## src/hdl/bvcl_pkg.sv

```systemverilog
// Package: constants, discharge curve table and pipeline types
`timescale 1ns / 1ps
package bvcl_pkg;

    localparam int CURVE_POINTS = 10;
    localparam int CURVE_COUNT  = 5;
    localparam int MV_W         = 14;
    localparam int CUR_W        = 16;
    localparam int CAP_W        = 16;
    localparam int CHG_W        = 10;
    localparam int CURVE_W      = 3;
    localparam int IDX_W        = $clog2(CURVE_POINTS);
    localparam int SEG_TENTHS   = 100;
    localparam int FULL_CHARGE  = 1000;
    localparam int QUO_W        = $clog2(SEG_TENTHS);
    localparam int REM_W        = MV_W + QUO_W;
    localparam int PROD_W       = CUR_W + 5;
    localparam int CAP_RESET    = 22500;

    typedef logic [MV_W-1:0]    mv_t;
    typedef logic [CURVE_W-1:0] curve_t;
    typedef logic [IDX_W-1:0]   idx_t;
    typedef logic [CHG_W-1:0]   chg_t;

    localparam mv_t CURVE_MV [CURVE_COUNT][CURVE_POINTS] = '{
        '{14'd9500,  14'd10000, 14'd10400, 14'd10700, 14'd11000,
          14'd11200, 14'd11300, 14'd11500, 14'd11600, 14'd11700},
        '{14'd10200, 14'd10600, 14'd10900, 14'd11200, 14'd11400,
          14'd11600, 14'd11700, 14'd11800, 14'd11900, 14'd12000},
        '{14'd11000, 14'd11300, 14'd11500, 14'd11700, 14'd11900,
          14'd12000, 14'd12200, 14'd12200, 14'd12300, 14'd12400},
        '{14'd11500, 14'd11700, 14'd11900, 14'd12100, 14'd12200,
          14'd12300, 14'd12400, 14'd12500, 14'd12600, 14'd12700},
        '{14'd11700, 14'd11900, 14'd12100, 14'd12300, 14'd12400,
          14'd12500, 14'd12550, 14'd12600, 14'd12650, 14'd12700}
    };

    localparam curve_t CURVE_HEAVY = 3'd0;
    localparam curve_t CURVE_HIGH  = 3'd1;
    localparam curve_t CURVE_MID   = 3'd2;
    localparam curve_t CURVE_LOW   = 3'd3;
    localparam curve_t CURVE_LIGHT = 3'd4;

    typedef struct packed {
        curve_t            curve;
        chg_t              base;
        logic [REM_W-1:0]  rem;
        mv_t               den;
        logic [QUO_W-1:0]  quo;
    } div_t;

endpackage

```

## src/hdl/bvcl_curve_sel.sv

```systemverilog
// Curve selection stage: load current against capacity thresholds
`timescale 1ns / 1ps
module bvcl_curve_sel (
    input  logic                 clk,
    input  logic                 rst_n,
    input  logic                 en,
    input  logic                 in_valid,
    input  bvcl_pkg::mv_t        voltage_mv,
    input  logic [15:0]          current_ma,
    input  logic [15:0]          capacity,
    output logic                 sel_valid,
    output bvcl_pkg::mv_t        sel_voltage,
    output bvcl_pkg::curve_t     sel_curve
);
    import bvcl_pkg::*;

    logic              valid_reg;
    mv_t               voltage_reg;
    curve_t            curve_reg;
    curve_t            curve_next;
    logic [PROD_W-1:0] cap_ext;

    always_comb
    begin
        cap_ext = PROD_W'(capacity);
        if (PROD_W'(current_ma) * PROD_W'(3) > cap_ext)
            curve_next = CURVE_HEAVY;
        else if (PROD_W'(current_ma) * PROD_W'(5) > cap_ext)
            curve_next = CURVE_HIGH;
        else if (PROD_W'(current_ma) * PROD_W'(10) > cap_ext)
            curve_next = CURVE_MID;
        else if (PROD_W'(current_ma) * PROD_W'(20) > cap_ext)
            curve_next = CURVE_LOW;
        else
            curve_next = CURVE_LIGHT;
    end

    always_ff @(posedge clk or negedge rst_n)
    begin
        if (!rst_n)
            valid_reg <= 1'b0;
        else if (en)
            valid_reg <= in_valid;
    end

    always_ff @(posedge clk)
    begin
        if (en)
        begin
            voltage_reg <= voltage_mv;
            curve_reg   <= curve_next;
        end
    end

    assign sel_valid   = valid_reg;
    assign sel_voltage = voltage_reg;
    assign sel_curve   = curve_reg;
endmodule

```

## src/hdl/bvcl_segment.sv

```systemverilog
// Segment search and divider operand setup, two stages
`timescale 1ns / 1ps
module bvcl_segment (
    input  logic              clk,
    input  logic              rst_n,
    input  logic              en,
    input  logic              sel_valid,
    input  bvcl_pkg::mv_t     sel_voltage,
    input  bvcl_pkg::curve_t  sel_curve,
    output logic              seg_valid,
    output bvcl_pkg::div_t    seg_data
);
    import bvcl_pkg::*;

    // stage A: segment index
    logic   a_valid_reg;
    curve_t a_curve_reg;
    mv_t    a_voltage_reg;
    idx_t   a_k_reg;
    idx_t   a_k_next;
    logic   a_below_reg;
    logic   a_full_reg;

    // stage B: operands
    logic   b_valid_reg;
    div_t   b_data_reg;
    div_t   b_data_next;
    mv_t    lo;
    mv_t    hi;

    always_comb
    begin
        a_k_next = '0;
        for (int i = 1; i < CURVE_POINTS - 1; i++)
        begin
            if (sel_voltage >= CURVE_MV[sel_curve][i])
                a_k_next = a_k_next + idx_t'(1);
        end
    end

    always_ff @(posedge clk or negedge rst_n)
    begin
        if (!rst_n)
        begin
            a_valid_reg <= 1'b0;
            b_valid_reg <= 1'b0;
        end
        else if (en)
        begin
            a_valid_reg <= sel_valid;
            b_valid_reg <= a_valid_reg;
        end
    end

    always_ff @(posedge clk)
    begin
        if (en)
        begin
            a_curve_reg   <= sel_curve;
            a_voltage_reg <= sel_voltage;
            a_k_reg       <= a_k_next;
            a_below_reg   <= sel_voltage < CURVE_MV[sel_curve][0];
            a_full_reg    <= sel_voltage >= CURVE_MV[sel_curve][CURVE_POINTS-1];
            b_data_reg    <= b_data_next;
        end
    end

    always_comb
    begin
        lo = CURVE_MV[a_curve_reg][a_k_reg];
        hi = CURVE_MV[a_curve_reg][a_k_reg + idx_t'(1)];
        b_data_next.curve = a_curve_reg;
        b_data_next.quo   = '0;
        if (a_below_reg)
        begin
            b_data_next.base = '0;
            b_data_next.rem  = '0;
            b_data_next.den  = mv_t'(1);
        end
        else if (a_full_reg)
        begin
            b_data_next.base = chg_t'(FULL_CHARGE);
            b_data_next.rem  = '0;
            b_data_next.den  = mv_t'(1);
        end
        else
        begin
            b_data_next.base = chg_t'(a_k_reg) * chg_t'(SEG_TENTHS);
            b_data_next.rem  = REM_W'(a_voltage_reg - lo) * REM_W'(SEG_TENTHS);
            b_data_next.den  = hi - lo;
        end
    end

    assign seg_valid = b_valid_reg;
    assign seg_data  = b_data_reg;
endmodule

```

## src/hdl/bvcl_div.sv

```systemverilog
// Pipelined restoring divider, one quotient bit per stage
`timescale 1ns / 1ps
module bvcl_div (
    input  logic            clk,
    input  logic            rst_n,
    input  logic            en,
    input  logic            seg_valid,
    input  bvcl_pkg::div_t  seg_data,
    output logic            div_valid,
    output bvcl_pkg::div_t  div_data
);
    import bvcl_pkg::*;

    logic valid_reg [QUO_W];
    div_t st_reg    [QUO_W];

    for (genvar j = 0; j < QUO_W; j++)
    begin : g_stage
        localparam int B = QUO_W - 1 - j;
        logic             src_valid;
        div_t             src;
        div_t             st_next;
        logic [REM_W-1:0] trial;

        if (j == 0)
        begin : g_first
            assign src_valid = seg_valid;
            assign src       = seg_data;
        end
        else
        begin : g_rest
            assign src_valid = valid_reg[j-1];
            assign src       = st_reg[j-1];
        end

        always_comb
        begin
            trial   = REM_W'(src.den) << B;
            st_next = src;
            if (src.rem >= trial)
            begin
                st_next.rem    = src.rem - trial;
                st_next.quo[B] = 1'b1;
            end
        end

        always_ff @(posedge clk or negedge rst_n)
        begin
            if (!rst_n)
                valid_reg[j] <= 1'b0;
            else if (en)
                valid_reg[j] <= src_valid;
        end

        always_ff @(posedge clk)
        begin
            if (en)
                st_reg[j] <= st_next;
        end
    end

    assign div_valid = valid_reg[QUO_W-1];
    assign div_data  = st_reg[QUO_W-1];
endmodule

```

## src/hdl/battery_voltage_to_charge_level.sv

```systemverilog
// Top level: battery voltage to charge level pipeline
//
//  channel | signals                                         | transfer
//  --------+-------------------------------------------------+----------------
//  in      | in_valid, in_ready, voltage_mv, current_ma      | valid & ready
//  out     | out_valid, out_ready, charge_tenths, curve_used | valid & ready
//  cfg     | cfg_we, cfg_wdata (capacity_mah)                | cfg_we, no wait
//
// One item per cycle unless the output is held; stages: curve select, segment search,
// operand setup, 7 divider stages (one quotient bit each), output add.
// Reset clears all valid bits; capacity_mah resets to 22500.
// A held output stalls the whole pipeline; in_ready = !out_valid | out_ready.
`timescale 1ns / 1ps
module battery_voltage_to_charge_level (
    input  logic         clk,
    input  logic         rst_n,
    input  logic         in_valid,
    output logic         in_ready,
    input  logic [13:0]  voltage_mv,
    input  logic [15:0]  current_ma,
    output logic         out_valid,
    input  logic         out_ready,
    output logic [9:0]   charge_tenths,
    output logic [2:0]   curve_used,
    input  logic         cfg_we,
    input  logic [15:0]  cfg_wdata
);
    import bvcl_pkg::*;

    logic [CAP_W-1:0] capacity_reg;
    logic             en;
    logic             sel_valid;
    mv_t              sel_voltage;
    curve_t           sel_curve;
    logic             seg_valid;
    div_t             seg_data;
    logic             div_valid;
    div_t             div_data;
    logic             out_valid_reg;
    chg_t             charge_reg;
    curve_t           curve_reg;

    assign en       = !out_valid_reg || out_ready;
    assign in_ready = en;

    always_ff @(posedge clk or negedge rst_n)
    begin
        if (!rst_n)
            capacity_reg <= CAP_W'(CAP_RESET);
        else if (cfg_we)
            capacity_reg <= cfg_wdata;
    end

    bvcl_curve_sel u_curve_sel (
        .clk         (clk),
        .rst_n       (rst_n),
        .en          (en),
        .in_valid    (in_valid),
        .voltage_mv  (voltage_mv),
        .current_ma  (current_ma),
        .capacity    (capacity_reg),
        .sel_valid   (sel_valid),
        .sel_voltage (sel_voltage),
        .sel_curve   (sel_curve)
    );

    bvcl_segment u_segment (
        .clk         (clk),
        .rst_n       (rst_n),
        .en          (en),
        .sel_valid   (sel_valid),
        .sel_voltage (sel_voltage),
        .sel_curve   (sel_curve),
        .seg_valid   (seg_valid),
        .seg_data    (seg_data)
    );

    bvcl_div u_div (
        .clk       (clk),
        .rst_n     (rst_n),
        .en        (en),
        .seg_valid (seg_valid),
        .seg_data  (seg_data),
        .div_valid (div_valid),
        .div_data  (div_data)
    );

    always_ff @(posedge clk or negedge rst_n)
    begin
        if (!rst_n)
            out_valid_reg <= 1'b0;
        else if (en)
            out_valid_reg <= div_valid;
    end

    always_ff @(posedge clk)
    begin
        if (en)
        begin
            charge_reg <= div_data.base + chg_t'(div_data.quo);
            curve_reg  <= div_data.curve;
        end
    end

    assign out_valid     = out_valid_reg;
    assign charge_tenths = charge_reg;
    assign curve_used    = curve_reg;
endmodule

```

## config.mk

```make
export PLATFORM = sky130hd
export DESIGN_NAME = battery_voltage_to_charge_level
export DESIGN_NICKNAME = d
export VERILOG_FILES = /design/src/hdl/bvcl_pkg.sv /design/src/hdl/bvcl_curve_sel.sv /design/src/hdl/bvcl_segment.sv /design/src/hdl/bvcl_div.sv /design/src/hdl/battery_voltage_to_charge_level.sv
export SDC_FILE = /design/constraint.sdc
export NUM_CORES = 1
export LEC_CHECK = 0
export BUFFER_PORTS_ARGS = -buffer_cell sky130_fd_sc_hd__clkbuf_2
export CAP_MARGIN = 20
export CORE_MARGIN = 4
export CORE_UTILIZATION = 45
export DETAILED_ROUTE_END_ITERATION = 6
export GPL_TIMING_DRIVEN = 0
export PLACE_DENSITY = 0.63
export REMOVE_ABC_BUFFERS = 1
export SETUP_SLACK_MARGIN = 0.05
export SYNTH_ARGS = -nofsm -noshare
export SYNTH_HDL_FRONTEND = slang
export SYNTH_SLANG_ARGS = --single-unit
```

## constraint.sdc

```tcl
create_clock -name clk -period 21.8 [get_ports clk]
set_input_delay 4.36 -clock clk [delete_from_list [all_inputs] [get_ports clk]]
set_output_delay 4.36 -clock clk [all_outputs]
set_load 0.1 [all_outputs]
```

Yosys cells after proc, flatten, opt, wreduce, memory -nomap -nowiden
Memories as Yosys holds them, arrays and structs flattened.
Index checks and enable logic that the tools add are counted.
Widths: inputs -> output; s select.
{"block": "op_classes", "reduce_logical": 5, "n_mux": 38, "n_mul": 6, "bitwise": 4, "addsub": 18, "n_lt_le_gt_ge": 25}
{"cell": "$mux 140", "n": 4}
{"cell": "$mux 21", "n": 7}
{"cell": "$ge 14x14->1", "n": 9}
{"cell": "$bmux 14 s4", "n": 2}
{"cell": "$mul 16x3->19 const B", "n": 3}
{"cell": "$mux 14", "n": 4}
{"cell": "$mux 45", "n": 1}
{"cell": "$add 4x1->4 const B", "n": 7}
{"cell": "$mux 4", "n": 7}
{"cell": "$ge 21x14->1", "n": 1}
{"cell": "$ge 21x15->1", "n": 1}
{"cell": "$ge 21x16->1", "n": 1}
{"cell": "$ge 21x17->1", "n": 1}
{"cell": "$ge 21x18->1", "n": 1}
{"cell": "$ge 21x19->1", "n": 1}
{"cell": "$ge 21x20->1", "n": 1}
{"cell": "$gt 21x16->1", "n": 1}
{"cell": "$mul 21x5->19 const B", "n": 1}
{"cell": "$sub 21x14->21", "n": 1}
{"cell": "$sub 21x15->21", "n": 1}
{"cell": "$sub 21x16->21", "n": 1}
{"cell": "$sub 21x17->21", "n": 1}
{"cell": "$sub 21x18->21", "n": 1}
{"cell": "$sub 21x19->21", "n": 1}
{"cell": "22 further kinds", "n": 37}
{"block": "word_totals", "out_inout_bits": 15, "input_bits": 51, "register_bits": 128, "word_cells": 128, "ramBits": 385, "n_memories": 3, "rom_bits": 2240}
{"name": "(name not given)", "depth": 8, "word_bits": 140, "read_ports": 1, "rd_clocked_by_memory_dff": 0, "write_ports": 0, "line": "bvcl_segment.sv:70", "source": "lo = CURVE_MV[a_curve_reg][a_k_reg];"}
{"name": "(name not given)", "depth": 8, "word_bits": 140, "read_ports": 1, "rd_clocked_by_memory_dff": 0, "write_ports": 0, "line": "bvcl_segment.sv:36", "source": "if (sel_voltage >= CURVE_MV[sel_curve][i])"}
{"name": "u_div.st_reg", "depth": 7, "word_bits": 55, "read_ports": 7, "rd_clocked_by_memory_dff": 0, "write_ports": 7, "line": "bvcl_div.sv:15", "source": "div_t st_reg [QUO_W];"}

Depth between registers and ports, before layout
{"block": "depth", "ltp_word": 20, "depth_mapped": 33, "mapped_depth_nobuf": 32}

By module
A second synthesis with hierarchy kept.
{"block": "hier_totals", "hier_cells": 3045, "area_unflattened_um2": 33085.5}
{"module": "bvcl_div", "cells_per_inst": 1432, "instances": 1, "seq_area_each_um2": 11736.3, "area_per_inst_um2": 18629.1}
{"module": "bvcl_segment", "cells_per_inst": 1128, "instances": 1, "seq_area_each_um2": 2062.0, "area_per_inst_um2": 9481.6}
{"module": "bvcl_curve_sel", "cells_per_inst": 387, "instances": 1, "seq_area_each_um2": 535.5, "area_per_inst_um2": 3562.2}
{"module": "battery_voltage_to_charge_level", "cells_per_inst": 98, "instances": 1, "seq_area_each_um2": 827.0, "area_per_inst_um2": 1412.6}

Worst setup path before layout
Ideal clock, no wire load.
{"block": "synth_path", "path_type": "in2out", "startpoint": "input port out_ready", "endpoint": "output port in_ready", "stages": 2, "t_arrival_ns": 16.311, "path_buffers": 1, "required_ns": 17.440, "setup_slack_ns": 1.129, "cell_sequence": "nand2b_1 buf_1"}
{"block": "synth_between", "elab_chain_len": 1}
{"item": "start: declaration", "line": "battery_voltage_to_charge_level.sv:22", "source": "input logic out_ready,"}
{"item": "$logic_or 1x1->1", "line": "battery_voltage_to_charge_level.sv:43", "source": "assign en = !out_valid_reg || out_ready;"}
{"item": "end: declaration", "line": "battery_voltage_to_charge_level.sv:18", "source": "output logic in_ready,"}
No other way between the ends.

Worst setup path after layout
Same ends and word-level chain as after synthesis.

==> impl_metrics.ini <==
[yosys]
yosysTopAreaCell = edfxtp_1
postSynth.asyncResetShare = 0.0631
synth_area_um2 = 28900
synth_cell_type_count = 88
ys.flop_type = edfxtp_1
syn_avg_cell_area_um2 = 10.6
synth-edff-count = 401
synth-seq-cells = 428
netlist_top_cells_area = edfxtp_1 (42%), ha_1 (17%), inv_1 (3.7%)
ys_seq_area_frac = 0.441
synthesis.instances = 2722
yosysWarnings = 0
netlist.area_leader.share = 0.417

[timing]
rsz0062_at_grt = false
post-route-period-util = 0.537
setup_slack_ps = 10090
setup_violations = 0
min_period_ps = 11710
hold_viol_final = 0
slew_headroom = 0.338
slew_violations = 0
finalClockSkew_ps = 22.0
whs_ps = 416
worst_pin_slew_ps = 986
timing.fmax_mhz = 85.4

[floorplanning]
fp.dieW_um = 261
fp.coreArea_um2 = 63300
die_area_um2 = 68200
initial_utilization = 0.456
pin_count = 66
num_rows = 92
fp.dieH_um = 261

[clock_network]
cts_setup_buffers = 0
htreeDepth = 2
clk_latency_ps = 590
clk_pin_slew_ps = 60
hold_buffers = 0
cts_buffer_depth = 3
cts.repair.resized = 0
cts_tree = done
ctsRootBufferMaster = clkbuf_16
numCtsBuffers = 47
cts.sink_count = 428

[worst_setup_path]
path_delay_family = buffers and inverters
cp_common_cell = buf_16
setup.worst_path.start_class = input port
crit_path_end = in_ready
critPathBufInv = 7
endpoint_kind = output pin
max_stage_delay_ps = 580
crit_path_cell_trace = clkbuf_2, nand2b_4, buf_16, buf_16, buf_16, buf_12, buf_16, clkbuf_2
crit_slowest_cell = nand2b_4
startpoint = out_ready
path_depth = 8
crit_required_ps = 17440
r2r_end = u_segment.seg_data[40]$_SDFFCE_PP0P_
crit_type = input port to output pin
reg2reg_from = u_segment.a_curve_reg[1]$_DFFE_PP_
cp.arrival_ps = 7350
r2r_slack_ps = 13760
cp_max_fo = 73
reg2regPathDepth = 27

[placement]
port_buffers = 65
placed_area_um2 = 30300
pre_cts_ws_ps = 10030
gp_congestion = 0.902
dpl.hpwl_um = 49500

[global_routing]
grt_usage = 0.188
grt_pass1_vias = 20300
grt_max_degree = 74
grt_pass1_wl_um = 104000
grt_overflow = 0
antenna_found_initial = 0

[drt]
drc_errors = 0
post_drt_wl_per_cell_um = 17.5
ant_nets = 0
vias = 20100
via_per_inst = 5.46
drt_first_pass_iters = 5
wl_um = 64300
drt_iter0_markers = 1256

[finish]
largest_reg_flops = 304
final_common_cell = edfxtp_1
mostFrequentLayoutCells = edfxtp_1 (401), ha_1 (391), inv_1 (285)
fin_util = 0.503
drive_gt1_frac = 0.0838
design_area_um2 = 31900
diodes = 0
nets = 3253
syn_to_final_growth_pct = 10.4
num-fill-cells = 5600

[flow_run]
drv_cap = 0

[run_status]
status = finished, final reports clean

[worst_hold_path]
worstHoldPathType = register to register
-- layout make-up --
cell class | count | area (um2) | area share
clock buffers | 55 | 1230 | 0.0385
clock inverters | 31 | 319 | 0.0100
inverters | 286 | 1070 | 0.0337
multi-input cells | 1948 | 14900 | 0.466
flip-flops and latches | 428 | 12700 | 0.399
well taps | 846 | 1060 | 0.0332
repair buffers | 79 | 618 | 0.0194
-- kinds of logic (layout without fill, tap and decap cells) --
family,Yosys count,count (layout),share of synthesized area
flops,428,428,0.441
compound gates,671,671,0.148
fa+ha+maj,412,412,0.184
mux,70,70,0.0280
simple gates,654,654,0.110
buf+inv,346,451,0.0452
xor+xnor,141,141,0.0433
-- through the flow --
stage | std cells | TNS (ps)
2_1_floorplan | 2662 | 0
4_1_cts | 3672 | 0
6_report | 3673 | 0
3_5_place_dp | 3586 | 0
5_1_grt | 3673 | 0
3_3_place_gp | 3573 | -2020
-- how the worst min path moves through the flow --
| stage | from | end | slack (ps) | cells past startpoint |
|---|---|---|---|---|
| after floorplan | u_div.st_reg[6][0]$_DFFE_PP_ | charge_tenths[0]$_DFFE_PP_ | 400 | 0 |
| after global placement | u_div.st_reg[4][3]$_DFFE_PP_ | u_div.st_reg[5][3]$_DFFE_PP_ | 400 | 0 |
| after detailed placement | u_segment.seg_data[53]$_DFFE_PP_ | u_div.st_reg[0][53]$_DFFE_PP_ | 400 | 0 |
| after CTS | u_div.st_reg[3][6]$_DFFE_PP_ | u_div.st_reg[4][6]$_DFFE_PP_ | 420 | 0 |
| after global routing | u_div.st_reg[3][51]$_DFFE_PP_ | u_div.st_reg[4][51]$_DFFE_PP_ | 420 | 0 |
| final | u_div.st_reg[4][3]$_DFFE_PP_ | u_div.st_reg[5][3]$_DFFE_PP_ | 420 | 0 |
-- synthesized netlist by cell type, types with 6 or more instances --
library cell,count
mux2i_1,12
dfstp_2,9
a21boi_1,15
a211oi_1,18
a21boi_0,22
a31oi_1,18
nor4_1,13
nand2_1,153
inv_1,285
o21bai_1,20
a22oi_1,7
or3_1,16
ha_1,391
nor3_1,51
nand2b_1,30
edfxtp_1,401
xor2_1,41
o31ai_1,6
nand3b_1,6
or2_2,9
a21oi_1,181
dfrtp_1,18
nand4_1,37
nor2_1,209
o211ai_1,14
o21ai_1,23
nor2b_1,39
nor3b_1,7
o31a_1,8
mux2_2,51
and3_1,7
o21ai_0,136
and2_1,20
fa_1,21
buf_1,7
a21o_1,79
o21a_1,48
nand3_1,29
xnor2_1,99
clkbuf_1,49
o22ai_1,8
-- metal layers --
metal / track usage / vias up / share of wire
met5: 0 / - / 0
met2: 0.337 / 383 / 0.49
met4: 0.0672 / 0 / 0.036
li1: - / 10100 / -
met1: 0.233 / 9481 / 0.44
met3: 0.0265 / 127 / 0.035
Power is not shown: default switching activity piles up to over one toggle a cycle in this logic, so the estimate is an artifact.
